==> config.mk <==
export PLATFORM = sky130hd
export DESIGN_NAME = hex_frame_receive_checker_core
export DESIGN_NICKNAME = d
export VERILOG_FILES = /design/src/rtl/hfrc_pkg.sv /design/src/rtl/hfrc_front.sv /design/src/rtl/hfrc_back.sv /design/src/rtl/hex_frame_receive_checker_core.sv
export SDC_FILE = /design/constraint.sdc
export NUM_CORES = 1
export LEC_CHECK = 0
export ABC_CLOCK_PERIOD_IN_PS = 3400
export BUFFER_PORTS_ARGS = -buffer_cell sky130_fd_sc_hd__buf_2
export CORE_MARGIN = 1
export CORE_UTILIZATION = 60
export CTS_BUF_LIST = sky130_fd_sc_hd__clkbuf_8
export CTS_CLUSTER_SIZE = 28
export DETAILED_ROUTE_END_ITERATION = 12
export PLACE_DENSITY = 0.94
export SETUP_SLACK_MARGIN = 0.2
export SYNTH_ARGS = -nofsm -noshare
export SYNTH_HDL_FRONTEND = slang
export SYNTH_HIERARCHICAL = 1
export SYNTH_SLANG_ARGS = --single-unit
==> constraint.sdc <==
create_clock -name clk_i -period 3.4 [get_ports clk_i]
set_input_delay 0 -clock clk_i [delete_from_list [all_inputs] [get_ports clk_i]]
set_output_delay 0 -clock clk_i [all_outputs]
set_load 0.05 [all_outputs]
==> src/rtl/hfrc_pkg.sv <==
// hfrc_pkg: shared types, constants and the hex decode function of the
// hex frame receive checker. No dependencies.
`timescale 1ns / 1ps

package hfrc_pkg;

  localparam int unsigned MaxFrame = 256;
  localparam int unsigned LenW     = $clog2(MaxFrame + 1);

  localparam int unsigned TokDepth = 4;
  localparam int unsigned TokPtrW  = $clog2(TokDepth);
  localparam int unsigned TokCntW  = $clog2(TokDepth + 1);

  localparam int unsigned ResDepth = 2;
  localparam int unsigned ResPtrW  = $clog2(ResDepth);
  localparam int unsigned ResCntW  = $clog2(ResDepth + 1);

  localparam logic [7:0] FrameMarkRst = 8'd58;
  localparam logic [7:0] ChLf         = 8'h0a;
  localparam logic [7:0] ChCr         = 8'h0d;
  localparam logic [7:0] ChZero       = 8'h30;
  localparam logic [7:0] ChUpperA     = 8'h41;
  localparam logic [7:0] HexAOffset   = 8'd10;

  typedef enum logic [1:0] {
    PhHunt = 2'd0,
    PhCmd  = 2'd1,
    PhBody = 2'd2
  } phase_e;

  typedef enum logic [2:0] {
    StOk       = 3'd0,
    StBadTerm  = 3'd1,
    StOdd      = 3'd2,
    StShort    = 3'd3,
    StMismatch = 3'd4,
    StOverflow = 3'd5
  } status_e;

  // classified input word
  typedef struct packed {
    logic [7:0] raw;
    logic [3:0] nibble;
    logic       is_mark;
    logic       is_cr;
    logic       is_lf;
  } token_t;

  typedef struct packed {
    logic       is_end;
    logic [7:0] data_byte;
    logic [7:0] command;
    status_e    status;
  } result_t;

  typedef struct packed {
    logic [TokCntW-1:0] count;
  } front_stat_t;

  function automatic logic [3:0] hex_nibble(input logic [7:0] c);
    logic [7:0] v;
    if (c < ChUpperA) begin
      v = c - ChZero;
    end else begin
      v = c - ChUpperA + HexAOffset;
    end
    return v[3:0];
  endfunction

endpackage

==> src/rtl/hfrc_front.sv <==
// hfrc_front: classifies received bytes and buffers them in a token queue.
// Depends on hfrc_pkg.
`timescale 1ns / 1ps

module hfrc_front (
  input  logic                clk_i,
  input  logic                rst_ni,
  input  logic                push_i,
  input  logic [7:0]          rx_byte_i,
  input  logic [7:0]          frame_mark_i,
  output logic                full_o,
  output logic                tok_valid_o,
  output hfrc_pkg::token_t    tok_o,
  input  logic                tok_pop_i,
  output hfrc_pkg::front_stat_t stat_o
);

  hfrc_pkg::token_t                 tok_mem_q [hfrc_pkg::TokDepth];
  logic [hfrc_pkg::TokPtrW-1:0]     wr_ptr_q, wr_ptr_d;
  logic [hfrc_pkg::TokPtrW-1:0]     rd_ptr_q, rd_ptr_d;
  logic [hfrc_pkg::TokCntW-1:0]     count_q, count_d;
  logic                             wr_en, rd_en;
  hfrc_pkg::token_t                 tok_new;

  assign full_o      = (count_q == hfrc_pkg::TokCntW'(hfrc_pkg::TokDepth));
  assign tok_valid_o = (count_q != '0);
  assign wr_en       = push_i && !full_o;
  assign rd_en       = tok_pop_i && tok_valid_o;
  assign tok_o       = tok_mem_q[rd_ptr_q];
  assign stat_o.count = count_q;

  always_comb begin
    tok_new.raw     = rx_byte_i;
    tok_new.nibble  = hfrc_pkg::hex_nibble(rx_byte_i);
    tok_new.is_mark = (rx_byte_i == frame_mark_i);
    tok_new.is_cr   = (rx_byte_i == hfrc_pkg::ChCr);
    tok_new.is_lf   = (rx_byte_i == hfrc_pkg::ChLf);
  end

  always_comb begin
    wr_ptr_d = wr_en ? wr_ptr_q + 1'b1 : wr_ptr_q;
    rd_ptr_d = rd_en ? rd_ptr_q + 1'b1 : rd_ptr_q;
    count_d  = count_q;
    if (wr_en && !rd_en) begin
      count_d = count_q + 1'b1;
    end else if (rd_en && !wr_en) begin
      count_d = count_q - 1'b1;
    end
  end

  always_ff @(posedge clk_i or negedge rst_ni) begin
    if (!rst_ni) begin
      wr_ptr_q <= '0;
      rd_ptr_q <= '0;
      count_q  <= '0;
    end else begin
      wr_ptr_q <= wr_ptr_d;
      rd_ptr_q <= rd_ptr_d;
      count_q  <= count_d;
    end
  end

  always_ff @(posedge clk_i) begin
    if (wr_en) begin
      tok_mem_q[wr_ptr_q] <= tok_new;
    end
  end

endmodule

==> src/rtl/hfrc_back.sv <==
// hfrc_back: frame state machine over classified tokens, checksum and
// result queue. Depends on hfrc_pkg.
`timescale 1ns / 1ps

module hfrc_back (
  input  logic              clk_i,
  input  logic              rst_ni,
  input  logic              tok_valid_i,
  input  hfrc_pkg::token_t  tok_i,
  output logic              tok_pop_o,
  input  logic              pop_i,
  output logic              empty_o,
  output hfrc_pkg::result_t res_o
);

  hfrc_pkg::phase_e         phase_q, phase_d;
  logic [7:0]               cmd_q, cmd_d;
  logic [7:0]               sum_q, sum_d;
  logic [3:0]               hi_q, hi_d;
  logic                     half_q, half_d;
  logic [7:0]               held_q, held_d;
  logic                     held_vld_q, held_vld_d;
  logic                     cr_q, cr_d;
  logic [hfrc_pkg::LenW-1:0] len_q, len_d;
  logic [hfrc_pkg::LenW:0]  len_inc;

  hfrc_pkg::result_t        res_mem_q [hfrc_pkg::ResDepth];
  logic [hfrc_pkg::ResPtrW-1:0] wr_ptr_q, rd_ptr_q;
  logic [hfrc_pkg::ResCntW-1:0] count_q, count_d;
  logic                     res_full, res_pop, go;
  logic                     emit;
  hfrc_pkg::result_t        res_new;

  assign empty_o   = (count_q == '0);
  assign res_full  = (count_q == hfrc_pkg::ResCntW'(hfrc_pkg::ResDepth));
  assign res_pop   = pop_i && !empty_o;
  assign tok_pop_o = tok_valid_i && (!res_full || res_pop);
  assign go        = tok_pop_o;
  assign res_o     = res_mem_q[rd_ptr_q];
  assign len_inc   = {1'b0, len_q} + 1'b1;

  always_comb begin
    phase_d    = phase_q;
    cmd_d      = cmd_q;
    sum_d      = sum_q;
    hi_d       = hi_q;
    half_d     = half_q;
    held_d     = held_q;
    held_vld_d = held_vld_q;
    cr_d       = cr_q;
    len_d      = len_q;
    emit       = 1'b0;
    res_new.is_end    = 1'b1;
    res_new.data_byte = '0;
    res_new.command   = cmd_q;
    res_new.status    = hfrc_pkg::StOk;
    if (go) begin
      case (phase_q)
        hfrc_pkg::PhCmd: begin
          cmd_d      = tok_i.raw;
          sum_d      = tok_i.raw;
          hi_d       = '0;
          half_d     = 1'b0;
          held_d     = '0;
          held_vld_d = 1'b0;
          cr_d       = 1'b0;
          len_d      = hfrc_pkg::LenW'(2);
          phase_d    = hfrc_pkg::PhBody;
        end
        hfrc_pkg::PhBody: begin
          if (tok_i.is_lf) begin
            if (len_q < hfrc_pkg::LenW'(hfrc_pkg::MaxFrame)) begin
              len_d = len_inc[hfrc_pkg::LenW-1:0];
            end
            emit    = 1'b1;
            phase_d = hfrc_pkg::PhHunt;
            if (!cr_q) begin
              res_new.status = hfrc_pkg::StBadTerm;
            end else if (half_q) begin
              res_new.status = hfrc_pkg::StOdd;
            end else if (!held_vld_q) begin
              res_new.status = hfrc_pkg::StShort;
            end else if (held_q != sum_q) begin
              res_new.status = hfrc_pkg::StMismatch;
            end
          end else if (cr_q) begin
            emit           = 1'b1;
            phase_d        = hfrc_pkg::PhHunt;
            res_new.status = hfrc_pkg::StBadTerm;
          end else if (len_inc >= (hfrc_pkg::LenW + 1)'(hfrc_pkg::MaxFrame)) begin
            len_d          = hfrc_pkg::LenW'(hfrc_pkg::MaxFrame);
            emit           = 1'b1;
            phase_d        = hfrc_pkg::PhHunt;
            res_new.status = hfrc_pkg::StOverflow;
          end else begin
            len_d = len_inc[hfrc_pkg::LenW-1:0];
            if (tok_i.is_cr) begin
              cr_d = 1'b1;
            end else if (!half_q) begin
              hi_d   = tok_i.nibble;
              half_d = 1'b1;
            end else begin
              half_d = 1'b0;
              if (held_vld_q) begin
                emit              = 1'b1;
                res_new.is_end    = 1'b0;
                res_new.data_byte = held_q;
                sum_d             = sum_q + held_q;
              end
              held_d     = {hi_q, tok_i.nibble};
              held_vld_d = 1'b1;
            end
          end
        end
        default: begin
          if (tok_i.is_mark) begin
            phase_d = hfrc_pkg::PhCmd;
            len_d   = hfrc_pkg::LenW'(1);
          end
        end
      endcase
    end
  end

  always_comb begin
    count_d = count_q;
    if (emit && !res_pop) begin
      count_d = count_q + 1'b1;
    end else if (res_pop && !emit) begin
      count_d = count_q - 1'b1;
    end
  end

  always_ff @(posedge clk_i or negedge rst_ni) begin
    if (!rst_ni) begin
      phase_q    <= hfrc_pkg::PhHunt;
      cmd_q      <= '0;
      sum_q      <= '0;
      hi_q       <= '0;
      half_q     <= 1'b0;
      held_q     <= '0;
      held_vld_q <= 1'b0;
      cr_q       <= 1'b0;
      len_q      <= '0;
      wr_ptr_q   <= '0;
      rd_ptr_q   <= '0;
      count_q    <= '0;
    end else begin
      phase_q    <= phase_d;
      cmd_q      <= cmd_d;
      sum_q      <= sum_d;
      hi_q       <= hi_d;
      half_q     <= half_d;
      held_q     <= held_d;
      held_vld_q <= held_vld_d;
      cr_q       <= cr_d;
      len_q      <= len_d;
      count_q    <= count_d;
      if (emit) begin
        wr_ptr_q <= wr_ptr_q + 1'b1;
      end
      if (res_pop) begin
        rd_ptr_q <= rd_ptr_q + 1'b1;
      end
    end
  end

  always_ff @(posedge clk_i) begin
    if (emit) begin
      res_mem_q[wr_ptr_q] <= res_new;
    end
  end

endmodule

==> src/rtl/hex_frame_receive_checker_core.sv <==
// hex_frame_receive_checker_core: top level, APB register and the front/back
// split. Depends on hfrc_pkg, hfrc_front and hfrc_back.
// Throughput: one word per cycle while the token queue is not full; the back
// stage steps one word per cycle and stalls only when its 2-entry result queue
// is full and not popped.
// Reset (rst_ni low, async): queues empty, hunting for a mark, frame_mark = 58.
`timescale 1ns / 1ps

module hex_frame_receive_checker_core (
  input  logic        clk_i,
  input  logic        rst_ni,
  input  logic        push,
  output logic        full,
  input  logic [7:0]  rx_byte_i,
  output logic        empty,
  input  logic        pop,
  output logic        is_end_o,
  output logic [7:0]  data_byte_o,
  output logic [7:0]  command_o,
  output logic [2:0]  status_o,
  input  logic        psel,
  input  logic        penable,
  input  logic        pwrite,
  input  logic [1:0]  paddr,
  input  logic [31:0] pwdata,
  output logic [31:0] prdata,
  output logic        pready
);

  logic [7:0]            mark_q;
  logic                  tok_valid, tok_pop;
  hfrc_pkg::token_t      tok;
  hfrc_pkg::result_t     res;
  hfrc_pkg::front_stat_t fstat;

  assign pready = 1'b1;
  assign prdata = {24'd0, mark_q};

  always_ff @(posedge clk_i or negedge rst_ni) begin
    if (!rst_ni) begin
      mark_q <= hfrc_pkg::FrameMarkRst;
    end else if (psel && penable && pwrite && paddr == 2'd0) begin
      mark_q <= pwdata[7:0];
    end
  end

  hfrc_front u_front (
    .clk_i        (clk_i),
    .rst_ni       (rst_ni),
    .push_i       (push),
    .rx_byte_i    (rx_byte_i),
    .frame_mark_i (mark_q),
    .full_o       (full),
    .tok_valid_o  (tok_valid),
    .tok_o        (tok),
    .tok_pop_i    (tok_pop),
    .stat_o       (fstat)
  );

  hfrc_back u_back (
    .clk_i       (clk_i),
    .rst_ni      (rst_ni),
    .tok_valid_i (tok_valid),
    .tok_i       (tok),
    .tok_pop_o   (tok_pop),
    .pop_i       (pop),
    .empty_o     (empty),
    .res_o       (res)
  );

  assign is_end_o    = res.is_end;
  assign data_byte_o = res.data_byte;
  assign command_o   = res.command;
  assign status_o    = res.status;

  a_tok_count: assert property (@(posedge clk_i) disable iff (!rst_ni)
    fstat.count <= hfrc_pkg::TokCntW'(hfrc_pkg::TokDepth))
    else $error("token queue count out of range");

  a_payload_status: assert property (@(posedge clk_i) disable iff (!rst_ni)
    (!empty && !is_end_o) |-> (status_o == hfrc_pkg::StOk))
    else $error("payload word with nonzero status");

  a_end_word: assert property (@(posedge clk_i) disable iff (!rst_ni)
    (!empty && is_end_o) |-> (data_byte_o == 8'd0 && status_o <= hfrc_pkg::StOverflow))
    else $error("malformed end word");

endmodule
==> implementation parameters, run 1 <==
Parameter                              Value

Setup path
  WP buf/inv ... 2
  Element type at the critical path end ... flip-flop
  Slowest Stage Delay on Critical Path ... 0.50 ns
  Critical path launch point type ... flip-flop
  R2r setup slk ... 0.65 ns
  Setup CP Type ... flip-flop to flip-flop
  End of the worst register-to-register path ... u_front/stat_o[2]
  Launching point of the worst reg2reg path ... u_front/stat_o[0]
  Crit path arrival time ... 3.12 ns
  Cell family contributing the most delay on the critical path ... simple AND/OR/NAND/NOR gates
  Worst path cell trace ... or3_1 > o31ai_4 > clkinv_1 > nand2_1 > ha_1 > inv_1 > fa_1 > xor2_1 > nor2_1 > xor2_1
  Endpoint required time on the critical path ... 3.77 ns
  CP most frequent cell ... sky130_fd_sc_hd__xor2_1
  Critical Path Slowest Stage Cell ... sky130_fd_sc_hd__or3_1
  Maximum net fanout on the critical path ... 9
  Number of cells on the worst reg-to-reg path ... 10

Synth
  Flops & latches, synth ... 161
  Yosys warns ... 6
  Distinct cell type count of the synthesized netlist ... 64
  Part of the Yosys area used for sequential elements ... 59.89%
  Most instantiated cells after synthesis ... 100 x sky130_fd_sc_hd__edfxtp_1, 57 x sky130_fd_sc_hd__dfrtp_1, 37 x sky130_fd_sc_hd__mux2_2, 28 x sky130_fd_sc_hd__buf_4, 26 x sky130_fd_sc_hd__nor2_1
  Ys async rst share ... 37.89%
  Post-synthesis instance area ... 0.007571 mm2
  Top-area cell type share of the netlist area ... 39.66%
  Largest area contributor in the netlist ... sky130_fd_sc_hd__edfxtp_1
  Mapped Cells ... 536
  Dominant synthesized flop cell ... sky130_fd_sc_hd__edfxtp_1
  Number of enable-type register cells in the synthesized netlist ... 100
  Most used standard cell by instance count after synthesis ... sky130_fd_sc_hd__edfxtp_1
  Syn Area/Cell ... 14.13 um2
  Top area cells in the synthesized netlist ... sky130_fd_sc_hd__edfxtp_1 40%, sky130_fd_sc_hd__dfrtp_1 19%, sky130_fd_sc_hd__mux2_2 5.5%, sky130_fd_sc_hd__mux4_2 4.5%, sky130_fd_sc_hd__ha_1 3.3%

Pwr
  Switching power summed over all nets ... 2.947 mW
  Power density normalized to cell area ... 882.1 mW/mm2
  Max IR drop VDD ... 0.3900 mV
  Fraction of power consumed by sequential logic ... 40.1%
  Relative contribution of the clock network to total power ... 18.0%
  Combinational Power Share ... 41.9%
  Sw Share ... 39.05%
  Internal Pwr Total ... 4.600 mW
  Static leakage ... 3.315 nW

Timing
  Tightest Pin Transition ... 1.005 ns
  Final worst path period need ... 2.748 ns
  Total count of hold-check failures in the final report ... 0
  Achievable clock frequency ... 0.3639 GHz
  Final period utilization ... 80.83%
  Setup repair after global routing missed its margin ... false
  Final-report max-slew violation count ... 0
  Total setup violations reported at the end of the flow ... 0
  Clock skew ... 0.007284 ns
  Worst Slack Setup Final ... 0.6516 ns
  Setup TNS after final layout ... 0 ns
  Headroom to the max-slew limit ... 32.97%

Clocking
  Number of post-CTS setup repair buffers ... 0
  Number of buffers created by CTS ... 17
  Clock Root Buffer ... sky130_fd_sc_hd__clkbuf_8
  Clock input transition at the sequential cells of the worst setup and hold paths ... 0.07 ns
  Clock latency of the later-clocked register in the worst-skew pair ... 0.45 ns
  Post-cts repair resize count ... 0
  Number of buffers added to fix hold violations after cts ... 26
  Number of sinks driven by the clock tree ... 161
  Clock tree from TritonCTS ... built
  H-tree depth ... 4
  Buffers from clock root to sink, at most ... 2

Placed design
  Post-DP HPWL ... 9505 um
  IO buf count ... 54
  Routability congestion estimate from global placement ... 0.8929
  Total cell area at the placement stage ... 0.007908 mm2
  Setup slack at placement ... 0.6890 ns

Route
  Wirelength, routed ... 13920 um
  Vias after detailed routing ... 4621
  Count of unresolved DRC violations after routing ... 0
  Post-detailed-route count of antenna-violating nets ... 0
  Via density ... 5.740
  WL/cell ... 17.29 um
  Router iterations before antenna repair ... 5
  Number of DRC markers after the initial detailed-route iteration ... 324

Layout
  Fraction of layout cells with a size suffix above 1 ... 25.43%
  Filler Cell Count ... 771
  Post-route cell area ... 0.008556 mm2
  Final #Nets ... 695
  Diode insertion count for antenna repair ... 0
  Relative area change from synthesis to final layout ... 13.01%

Floorplan
  Number of core rows ... 40
  Starting density of the core ... 62.25%
  Core area ... 0.01216 mm2
  Boundary Pins ... 104
  Die width ... 114.3 um
  DIE AREA ... 0.01307 mm2
  Chip height ... 114.3 um

Run status
  Run status ... finished clean

Worst hold path
  Hold Crit Class ... primary input to flip-flop
  Hold EP ... u_front/wr_ptr_q[0]
  Beginning of the worst hold path ... push
  Cell count of the worst hold path ... 3

Job
  Number of max-cap violations ... 0

Global routing
  Via count of the first global-routing pass ... 4603
  Aggregate global routing overflow ... 0
  Initial antenna violation count ... 0
  Global-route wire length before repair ... 22540 um
  Maximum number of pins on one net before global-route repair ... 45
  Total track usage ... 23.14%
==> cells in the final DEF (no fill, tap or decap), types with 6 or more instances in the layout <==
cell type / count
sky130_fd_sc_hd__a21oi_1: 14
sky130_fd_sc_hd__a22oi_1: 10
sky130_fd_sc_hd__and2_1: 14
sky130_fd_sc_hd__buf_2: 54
sky130_fd_sc_hd__buf_4: 8
sky130_fd_sc_hd__clkbuf_8: 17
sky130_fd_sc_hd__conb_1: 25
sky130_fd_sc_hd__dfrtp_1: 57
sky130_fd_sc_hd__dlygate4sd3_1: 26
sky130_fd_sc_hd__edfxtp_1: 100
sky130_fd_sc_hd__ha_1: 20
sky130_fd_sc_hd__inv_1: 25
sky130_fd_sc_hd__mux2_2: 37
sky130_fd_sc_hd__mux2i_1: 9
sky130_fd_sc_hd__mux4_2: 15
sky130_fd_sc_hd__nand2_1: 21
sky130_fd_sc_hd__nand3_1: 7
sky130_fd_sc_hd__nand4_1: 6
sky130_fd_sc_hd__nor2_1: 26
sky130_fd_sc_hd__o21ai_0: 15
sky130_fd_sc_hd__o2bb2ai_1: 9
sky130_fd_sc_hd__xnor2_1: 21
==> power by group through the flow <==
stage / registers, mW / clock network (mW) / logic, mW
after floorplan: 2.97 / 0 / 2.47
after global placement: 3.01 / 0 / 2.95
after detailed placement: 3.06 / 0 / 3.08
after CTS: 3.02 / 1.39 / 3.16
after global routing: 3.08 / 1.47 / 3.44
final: 3.02 / 1.36 / 3.16
==> metal layers <==
| metal | up-vias | wire (um) | GRT usage, % |
|---|---|---|---|
| met3 | 30 | 779 | 5.929 |
| li1 | 2123 | - | - |
| met1 | 2277 | 5539 | 27.43 |
| met2 | 191 | 7344 | 40.65 |
| met5 | - | 0 | 0 |
| met4 | 0 | 253 | 8.831 |
==> cells by family (layout without fill, tap and decap cells) <==
kind of cell / count (synthesis) / in the layout / synth area share (%)
and+or+nand+nor: 112 / 112 / 8.280
AOI/OAI and AO/OA: 87 / 87 / 8.528
buffers and inverters: 64 / 142 / 4.925
other: 2 / 25 / 0.09919
adders and majority gates: 22 / 22 / 3.834
xor gates and xnor gates: 25 / 25 / 2.892
muxes: 63 / 63 / 11.55
DFF: 161 / 161 / 59.89
==> through the flow <==
stage | hold WS, ns | total power [mW] | utilization (%) | cells
3_5_place_dp | 0.2360 | 6.145 | 65.02 | 747
4_1_cts | 0.01026 | 7.569 | 70.35 | 805
6_report | 0.03570 | 7.547 | 70.35 | 805
5_1_grt | 0.04096 | 7.984 | 70.35 | 805
2_1_floorplan | -0.2956 | 5.442 | - | 559
3_3_place_gp | 0.2183 | 5.956 | 65.02 | 747
==> flip-flops by register name, summed over array words and instances, names as in the netlist, 2 cells and up <==
name               flops
u_front/tok_mem_q     60
u_back/res_mem_q      40
u_back/len_q           9
mark_q                 8
u_back/cmd_q           8
u_back/held_q          8
u_back/sum_q           8
u_back/hi_q            4
u_front/stat_o         3
u_back/count_q         2
u_back/phase_q         2
u_front/rd_ptr_q       2
u_front/wr_ptr_q       2
==> tightest hold or removal path, stage by stage <==
cell	delay (ns)
sky130_fd_sc_hd__buf_2	0.09
sky130_fd_sc_hd__nor2b_1	0.20
sky130_fd_sc_hd__xnor2_1	0.15
==> layout make-up <==
type,count,area [um2],area share [%]
repair buffers,88,590.6,6.903
well taps,168,210.2,2.457
multi-input cells,334,2750,32.14
clock inverters,15,153.9,1.799
clock buffers,17,234.0,2.735
inverters,22,82.58,0.9652
flip-flops and latches,161,4534,53.00
==> how the worst max path moves through the flow <==
stage                                  from                     end  cells past startpoint
final                     u_front/stat_o[0]       u_front/stat_o[2]                     10
after CTS                 u_front/stat_o[0]       u_front/stat_o[2]                     10
after global placement    u_front/stat_o[0]       u_front/stat_o[2]                     10
after detailed placement  u_front/stat_o[0]       u_front/stat_o[2]                     10
after floorplan             u_back/len_q[0]  u_back/res_mem_q[0][0]                      8
after global routing      u_front/stat_o[0]       u_front/stat_o[2]                     10
Note: power is estimated with default switching activity, not from simulation.
==> inputs of run 2 (changes only) <==
--- a/config.mk
+++ b/config.mk
@@ -5,14 +5,14 @@
 export SDC_FILE = /design/constraint.sdc
 export NUM_CORES = 1
 export LEC_CHECK = 0
-export ABC_CLOCK_PERIOD_IN_PS = 3400
+export ABC_CLOCK_PERIOD_IN_PS = 2340
 export BUFFER_PORTS_ARGS = -buffer_cell sky130_fd_sc_hd__buf_2
 export CORE_MARGIN = 1
-export CORE_UTILIZATION = 60
+export CORE_UTILIZATION = 54
 export CTS_BUF_LIST = sky130_fd_sc_hd__clkbuf_8
 export CTS_CLUSTER_SIZE = 28
 export DETAILED_ROUTE_END_ITERATION = 12
-export PLACE_DENSITY = 0.94
+export PLACE_DENSITY = 0.9
 export SETUP_SLACK_MARGIN = 0.2
 export SYNTH_ARGS = -nofsm -noshare
 export SYNTH_HDL_FRONTEND = slang
==> constraint.sdc (replaced) <==
create_clock -name clk_i -period 2.34 [get_ports clk_i]
set_input_delay 0 -clock clk_i [delete_from_list [all_inputs] [get_ports clk_i]]
set_output_delay 0 -clock clk_i [all_outputs]
set_load 0.05 [all_outputs]
==> run 2 against run 1 <==
Compared with the run above: worst hold slack improved by 0.090 ns; flip-flop and latch count did not move; maximum frequency rose by 20%; worst setup slack got worse by 0.61 ns; combinational power rose by 89%; critical path depth fell by 2; via count rose by 11%; non-clock buffer count rose by 55; sequential share of layout area fell by 4.5 points; count of clock-buffer cells in the layout did not move; sequential power rose by 47%; critical path type unchanged; largest power group unchanged.
==> implementation parameters, run 2 (synthesized netlist as in run 1, its figures left out) <==
Parameter                              Value

Setup path
  Crit path arrival time ... 2.48 ns (-0.64 ns)
  R2r setup slk ... 0.05 ns (-0.61 ns)
  Cell family contributing the most delay on the critical path ... simple AND/OR/NAND/NOR gates
  Element type at the critical path end ... flip-flop
  Critical Path Slowest Stage Cell ... sky130_fd_sc_hd__dfrtp_1
  Maximum net fanout on the critical path ... 5 (-4)
  Worst path cell trace ... ha_4 > nand3_4 > o21a_1 > or2_4 > and2_4 > a21oi_4 > and2_4 > clkbuf_16
  Endpoint required time on the critical path ... 2.52 ns (-1.25 ns)
  Setup CP Type ... flip-flop to flip-flop
  Slowest Stage Delay on Critical Path ... 0.40 ns (-0.10 ns)
  Number of cells on the worst reg-to-reg path ... 8 (-2)
  End of the worst register-to-register path ... u_back/res_mem_q[1][2]
  WP buf/inv ... 1 (-1)
  Launching point of the worst reg2reg path ... u_back/len_q[1]
  Critical path launch point type ... flip-flop
  CP most frequent cell ... sky130_fd_sc_hd__and2_4

Timing
  Tightest Pin Transition ... 0.8587 ns (-0.1467 ns)
  Achievable clock frequency ... 0.4360 GHz (+20%)
  Worst Hold Margin ... 0.1256 ns (+0.08994 ns)
  Total setup violations reported at the end of the flow ... 0 (unchanged)
  Final worst path period need ... 2.294 ns (-0.4546 ns)
  Setup repair after global routing missed its margin ... true
  Headroom to the max-slew limit ... 42.75% (+9.8 points)
  Final period utilization ... 98.02% (+17 points)
  Clock skew ... 0.01204 ns (+0.004753 ns)
  Total count of hold-check failures in the final report ... 0 (unchanged)
  Final-report max-slew violation count ... 0 (unchanged)

Clocking
  Number of buffers created by CTS ... 17 (unchanged)
  Clock tree from TritonCTS ... built
  Number of sinks driven by the clock tree ... 161 (unchanged)
  Clock input transition at the sequential cells of the worst setup and hold paths ... 0.08 ns (about the same)
  Clock latency of the later-clocked register in the worst-skew pair ... 0.46 ns (about the same)
  Buffers from clock root to sink, at most ... 2 (unchanged)
  H-tree depth ... 4 (unchanged)
  Clock Root Buffer ... sky130_fd_sc_hd__clkbuf_8

Layout
  Cell Count, Final, Fillers Out ... 868 (+7.8%)
  Most common library cell in the layout ignoring fill and taps ... sky130_fd_sc_hd__edfxtp_1
  Diode insertion count for antenna repair ... 0 (unchanged)
  Leading cell types in the layout, fill and taps excluded ... 100 x sky130_fd_sc_hd__edfxtp_1, 55 x sky130_fd_sc_hd__buf_4, 54 x sky130_fd_sc_hd__buf_2, 53 x sky130_fd_sc_hd__dfrtp_1, 37 x sky130_fd_sc_hd__mux2_2
  Register ranked first by flip-flop count ... u_front/tok_mem_q
  Final #Nets ... 750 (+7.9%)
  Relative area change from synthesis to final layout ... 23.55%
  Filler Cell Count ... 838 (+8.7%)
  Largest registers ... u_front/tok_mem_q x60, u_back/res_mem_q x40, u_back/len_q x9
  Fraction of layout cells with a size suffix above 1 ... 39.16% (+14 points)
  Largest register FFs ... 60 (unchanged)

Route
  Via density ... 5.926 (+3.2%)
  Wirelength, routed ... 17430 um (+25%)
  Post-detailed-route count of antenna-violating nets ... 0 (unchanged)
  Number of DRC markers after the initial detailed-route iteration ... 419 (+29%)
  Count of unresolved DRC violations after routing ... 0 (unchanged)
  Router iterations before antenna repair ... 7 (+2)
  Vias after detailed routing ... 5144 (+11%)
  WL/cell ... 20.08 um (+16%)

Run status
  Run status ... finished clean

Pwr
  Max IR drop VDD ... 0.5369 mV (+38%)
  Relative contribution of the clock network to total power ... 15.4% (-2.6 points)
  Internal Pwr Total ... 7.309 mW (+59%)
  Sw Share ... 40.52% (+1.5 points)
  Overall Power ... 12.29 mW (+63%)
  Combinational Power Share ... 48.5% (+6.6 points)
  Static leakage ... 3.638 nW (+9.7%)
  Fraction of power consumed by sequential logic ... 36.1% (-4.0 points)
  Power density normalized to cell area ... 1314 mW/mm2 (+49%)
  Switching power summed over all nets ... 4.979 mW (+69%)

Floorplan
  Core area ... 0.01345 mm2 (+11%)
  Chip height ... 120.4 um (+5.3%)
  Starting density of the core ... 56.28% (-6.0 points)
  Die width ... 120.4 um (+5.3%)
  Number of core rows ... 42 (+5.0%)
  DIE AREA ... 0.01450 mm2 (+11%)
  Boundary Pins ... 104 (unchanged)

Placed design
  IO buf count ... 54 (unchanged)
  Post-DP HPWL ... 10000 um (+5.3%)
  Dpl cells ... 770 (+3.1%)
  Routability congestion estimate from global placement ... 0.8800 (-1.4%)

Worst hold path
  Hold Crit Class ... primary input to flip-flop
  Cell count of the worst hold path ... 4 (+1)
  Hold EP ... u_front/wr_ptr_q[0]
  Beginning of the worst hold path ... push

Job
  Number of max-cap violations ... 0 (unchanged)

Global routing
  Global-route wire length before repair ... 24570 um (+9.0%)
  Via count of the first global-routing pass ... 4973 (+8.0%)
  Aggregate global routing overflow ... 0 (unchanged)
  Maximum number of pins on one net before global-route repair ... 36 (-20%)
  Initial antenna violation count ... 0 (unchanged)
  Total track usage ... 22.59% (-0.55 points)
==> run 2: worst min-delay path, stage by stage <==
cell                      delay, ns
sky130_fd_sc_hd__buf_2         0.09
sky130_fd_sc_hd__nor2b_1       0.16
sky130_fd_sc_hd__buf_4         0.17
sky130_fd_sc_hd__xnor2_1       0.12
==> run 2: layout make-up <==
| type | instances | area, um2 | share of cell area (%) |
|---|---|---|---|
| Sequential cell | 161 | 4539 | 48.53 |
| Multi-Input combinational cell | 334 | 3073 | 32.85 |
| Timing Repair Buffer | 143 | 1074 | 11.48 |
| Clock buffer | 17 | 234.0 | 2.501 |
| Tap cell | 176 | 220.2 | 2.354 |
| Clock inverter | 15 | 130.1 | 1.391 |
| Inverter | 22 | 83.83 | 0.8962 |
==> run 2: what timing repair did <==
item	in CTS	in global routing
gates cloned	0	3
resized for setup	13	45
setup buffers	11	26
endpoints found under the hold margin	71	0
setup endpoints to repair	87	90
pin swaps	8	30
hold buffers	26	0
==> run 2: per-stage QoR <==
stage / utilization [%] / setup TNS, ns / worst slack [ns] / cell area, um2
global placement: 60.50 / 0 / 0.1239 / 8139
detailed placement: 60.50 / -0.08691 / -0.03464 / 8139
CTS: 66.21 / 0 / 0.1279 / 8907
global route: 69.53 / 0 / 0.003614 / 9354
finish: 69.53 / 0 / 0.04622 / 9354
floorplan: - / -1.292 / -0.05716 / 7765
==> run 2: metal layers <==
metal  GRT usage [%]  routed length (um)
met4           10.34                 624
met1           26.47                6372
met3           4.811                1181
met2           39.76                9249
met5               0                   0
==> run 2: power by group through the flow <==
stage	clock network, mW	logic [mW]	registers (mW)
floorplan	0	3.76	4.34
global placement	0	4.61	4.35
detailed placement	0	4.83	4.43
CTS	1.92	5.11	4.35
global route	2.05	6.33	4.49
finish	1.89	5.97	4.43
==> run 2: how the worst max path moves through the flow <==
stage                             start                endpoint  slack [ns]  depth (start not counted)
detailed placement  u_front/rd_ptr_q[0]         u_back/sum_q[4]       -0.03                          7
CTS                     u_back/len_q[1]       u_back/count_q[1]        0.13                         10
finish                  u_back/len_q[1]  u_back/res_mem_q[1][2]        0.05                          8
floorplan               u_back/len_q[1]  u_back/res_mem_q[0][0]       -0.06                          8
global route            u_back/len_q[4]          u_back/hi_q[1]       0.004                          8
global placement    u_front/rd_ptr_q[0]         u_back/sum_q[0]        0.12                          7
==> inputs of run 3 (changes only) <==
--- a/config.mk
+++ b/config.mk
@@ -9,7 +9,7 @@
 export BUFFER_PORTS_ARGS = -buffer_cell sky130_fd_sc_hd__buf_2
 export CORE_MARGIN = 1
 export CORE_UTILIZATION = 54
-export CTS_BUF_LIST = sky130_fd_sc_hd__clkbuf_8
+export CTS_BUF_LIST = sky130_fd_sc_hd__clkbuf_2
 export CTS_CLUSTER_SIZE = 28
 export DETAILED_ROUTE_END_ITERATION = 12
 export PLACE_DENSITY = 0.9
==> run 3 against run 2 <==
Compared with the run above: count of clock-buffer cells in the layout is 3 higher; clock power is 25% lower; largest cell class unchanged; sequential power hardly changed; flip-flop and latch count stayed put; die area stayed put; wire length is 2.2% lower; power is 5.0% lower; global-route usage is 0.47 points higher; maximum frequency is 1.7% lower; critical path depth is 1 higher; clock skew is 0.018 ns higher.
==> implementation parameters, run 3 (synthesized netlist as in run 1, its figures left out) <==
Parameter                              Value

Floorplan
  Starting density of the core ... 56.28% (unchanged)
  DIE AREA ... 0.01450 mm2 (unchanged)
  Core area ... 0.01345 mm2 (unchanged)
  Number of core rows ... 42 (unchanged)
  Die width ... 120.4 um (unchanged)
  Boundary Pins ... 104 (unchanged)
  Chip height ... 120.4 um (unchanged)

Timing
  Total setup violations reported at the end of the flow ... 0 (unchanged)
  Clock skew ... 0.02975 ns (+0.01771 ns)
  Final worst path period need ... 2.333 ns (+0.03912 ns)
  Final-report max-slew violation count ... 0 (unchanged)
  Total count of hold-check failures in the final report ... 0 (unchanged)
  Setup repair after global routing missed its margin ... true
  Achievable clock frequency ... 0.4287 GHz (-1.7%)
  Headroom to the max-slew limit ... 58.83% (+16 points)
  Worst Hold Margin ... 0.08392 ns (-0.04172 ns)
  Final period utilization ... 99.70% (+1.7 points)
  Tightest Pin Transition ... 0.6111 ns (-0.2476 ns)

Clocking
  Clock Root Buffer ... sky130_fd_sc_hd__clkbuf_2
  Number of sinks driven by the clock tree ... 161 (unchanged)
  Clock latency of the later-clocked register in the worst-skew pair ... 0.71 ns (+0.25 ns)
  Number of buffers created by CTS ... 17 (unchanged)
  Clock input transition at the sequential cells of the worst setup and hold paths ... 0.22 ns (+0.14 ns)
  Buffers from clock root to sink, at most ... 2 (unchanged)
  H-tree depth ... 4 (unchanged)
  Clock tree from TritonCTS ... built

Global routing
  Total track usage ... 23.06% (+0.47 points)
  Aggregate global routing overflow ... 0 (unchanged)
  Global-route wire length before repair ... 25170 um (+2.4%)
  Via count of the first global-routing pass ... 5082 (+2.2%)
  Maximum number of pins on one net before global-route repair ... 30 (-17%)
  Initial antenna violation count ... 0 (unchanged)

Layout
  Largest registers ... u_front/tok_mem_q x60, u_back/res_mem_q x40, u_back/len_q x9
  Fraction of layout cells with a size suffix above 1 ... 38.36% (-0.80 points)
  Post-route cell area ... 0.009249 mm2 (-1.1%)
  Leading cell types in the layout, fill and taps excluded ... 100 x sky130_fd_sc_hd__edfxtp_1, 54 x sky130_fd_sc_hd__buf_2, 52 x sky130_fd_sc_hd__dfrtp_1, 50 x sky130_fd_sc_hd__buf_4, 37 x sky130_fd_sc_hd__mux2_2
  Register ranked first by flip-flop count ... u_front/tok_mem_q
  Relative area change from synthesis to final layout ... 22.16%
  Filler Cell Count ... 856 (+2.1%)
  Final #Nets ... 754 (+0.53%)
  Largest register FFs ... 60 (unchanged)
  Most common library cell in the layout ignoring fill and taps ... sky130_fd_sc_hd__edfxtp_1
  Cell Count, Final, Fillers Out ... 872 (+0.46%)
  Diode insertion count for antenna repair ... 0 (unchanged)

Route
  Number of DRC markers after the initial detailed-route iteration ... 437 (+4.3%)
  Wirelength, routed ... 17040 um (-2.2%)
  Router iterations before antenna repair ... 5 (-2)
  WL/cell ... 19.54 um (-2.7%)
  Via density ... 5.915 (-0.19%)
  Vias after detailed routing ... 5158 (+0.27%)
  Post-detailed-route count of antenna-violating nets ... 0 (unchanged)
  Count of unresolved DRC violations after routing ... 0 (unchanged)

Setup path
  Maximum net fanout on the critical path ... 3 (-2)
  Cell family contributing the most delay on the critical path ... compound AO/OA/AOI/OAI gates
  CP most frequent cell ... sky130_fd_sc_hd__o21ai_0
  Endpoint required time on the critical path ... 2.99 ns (+0.47 ns)
  Slowest Stage Delay on Critical Path ... 0.50 ns (+0.10 ns)
  Worst path cell trace ... ha_2 > inv_1 > fa_1 > nor2b_1 > o21ai_0 > a21boi_1 > o21ai_0 > mux2i_1 > a31oi_1
  Crit path arrival time ... 2.98 ns (+0.50 ns)
  WP buf/inv ... 1 (unchanged)
  Critical path launch point type ... flip-flop
  Element type at the critical path end ... flip-flop
  Critical Path Slowest Stage Cell ... sky130_fd_sc_hd__dfrtp_1
  Setup CP Type ... flip-flop to flip-flop

Pwr
  Max IR drop VDD ... 0.5786 mV (+7.8%)
  Static leakage ... 3.595 nW (-1.2%)
  Power density normalized to cell area ... 1261 mW/mm2 (-4.0%)

Placed design
  IO buf count ... 54 (unchanged)
  Post-DP HPWL ... 10000 um (unchanged)
  Dpl cells ... 770 (unchanged)
  Total cell area at the placement stage ... 0.008139 mm2 (unchanged)
  Routability congestion estimate from global placement ... 0.8800 (unchanged)

Worst hold path
  Hold Crit Class ... primary input to flip-flop

Job
  Number of max-cap violations ... 0 (unchanged)

Run status
  Run status ... finished clean
[run 3: cell types whose count changed in the layout (fill, tap and decap cells not counted), moves of 5 or more]
cell / delta
sky130_fd_sc_hd__buf_4: -5
sky130_fd_sc_hd__clkbuf_2: +20
sky130_fd_sc_hd__clkbuf_8: -17
sky130_fd_sc_hd__dlygate4sd3_1: +8
[run 3: path summary, 6_finish.rpt]
| check | start | endpoint | slack (ns) | depth (start not counted) |
|---|---|---|---|---|
| min | rx_byte_i[6] | u_front/tok_mem_q[2][13] | 0.08 | 2 |
| max | u_back/held_q[0] | u_back/sum_q[6] | 0.007 | 9 |
| max in group asynchronous | rst_ni | u_back/cmd_q[4] | 1.64 | 4 |
| min in group asynchronous | rst_ni | mark_q[3] | 0.43 | 3 |
| max reg2reg | u_back/held_q[0] | u_back/sum_q[6] | 0.007 | 9 |
| min reg2reg | u_back/cmd_q[7] | u_back/res_mem_q[0][10] | 0.51 | 0 |
[run 3: power breakdown]
part | switching [mW] | total, mW | internal [mW]
clock | 0.924 | 1.41 | 0.487
combinational | 3.33 | 5.83 | 2.50
sequential | 0.582 | 4.42 | 3.84
total | 4.84 | 11.7 | 6.83
[run 3: what timing repair did]
item | 4_1_cts | 5_1_grt
setup buffers | 13 | 21
pin swaps | 10 | 31
resized for setup | 14 | 39
endpoints found under the hold margin | 153 | 0
hold buffers | 35 | 0
setup endpoints to repair | 108 | 112
cloned | 0 | 1
[run 3: per-stage QoR]
step	total power [mW]	utilization, %	setup WS [ns]	TNS, ns
3_3_place_gp	8.960	60.50	0.1239	0
4_1_cts	10.92	65.89	0.09589	0
2_1_floorplan	8.102	-	-0.05716	-1.292
5_1_grt	12.27	68.75	-0.08486	-0.1563
6_report	11.67	68.75	0.007098	0
3_5_place_dp	9.255	60.50	-0.03464	-0.08691
[run 3: per-layer routing]
layer  vias to the layer above  wire length [um]  GRT usage (%)
met1                      2514              6167          27.04
li1                       2242                 -              -
met5                         -                 0              0
met2                       327              8904          40.88
met4                         0               702          8.951
met3                        75              1263          5.472
[run 3: final cells by class]
class	count	area [um2]	share of cell area, %
inverter	22	83.83	0.9064
clock inverter	12	118.9	1.285
multi-input combinational	334	3055	33.04
sequential	161	4543	49.12
clock buffer	20	100.1	1.082
tap	176	220.2	2.381
timing repair buffer	147	1127	12.19
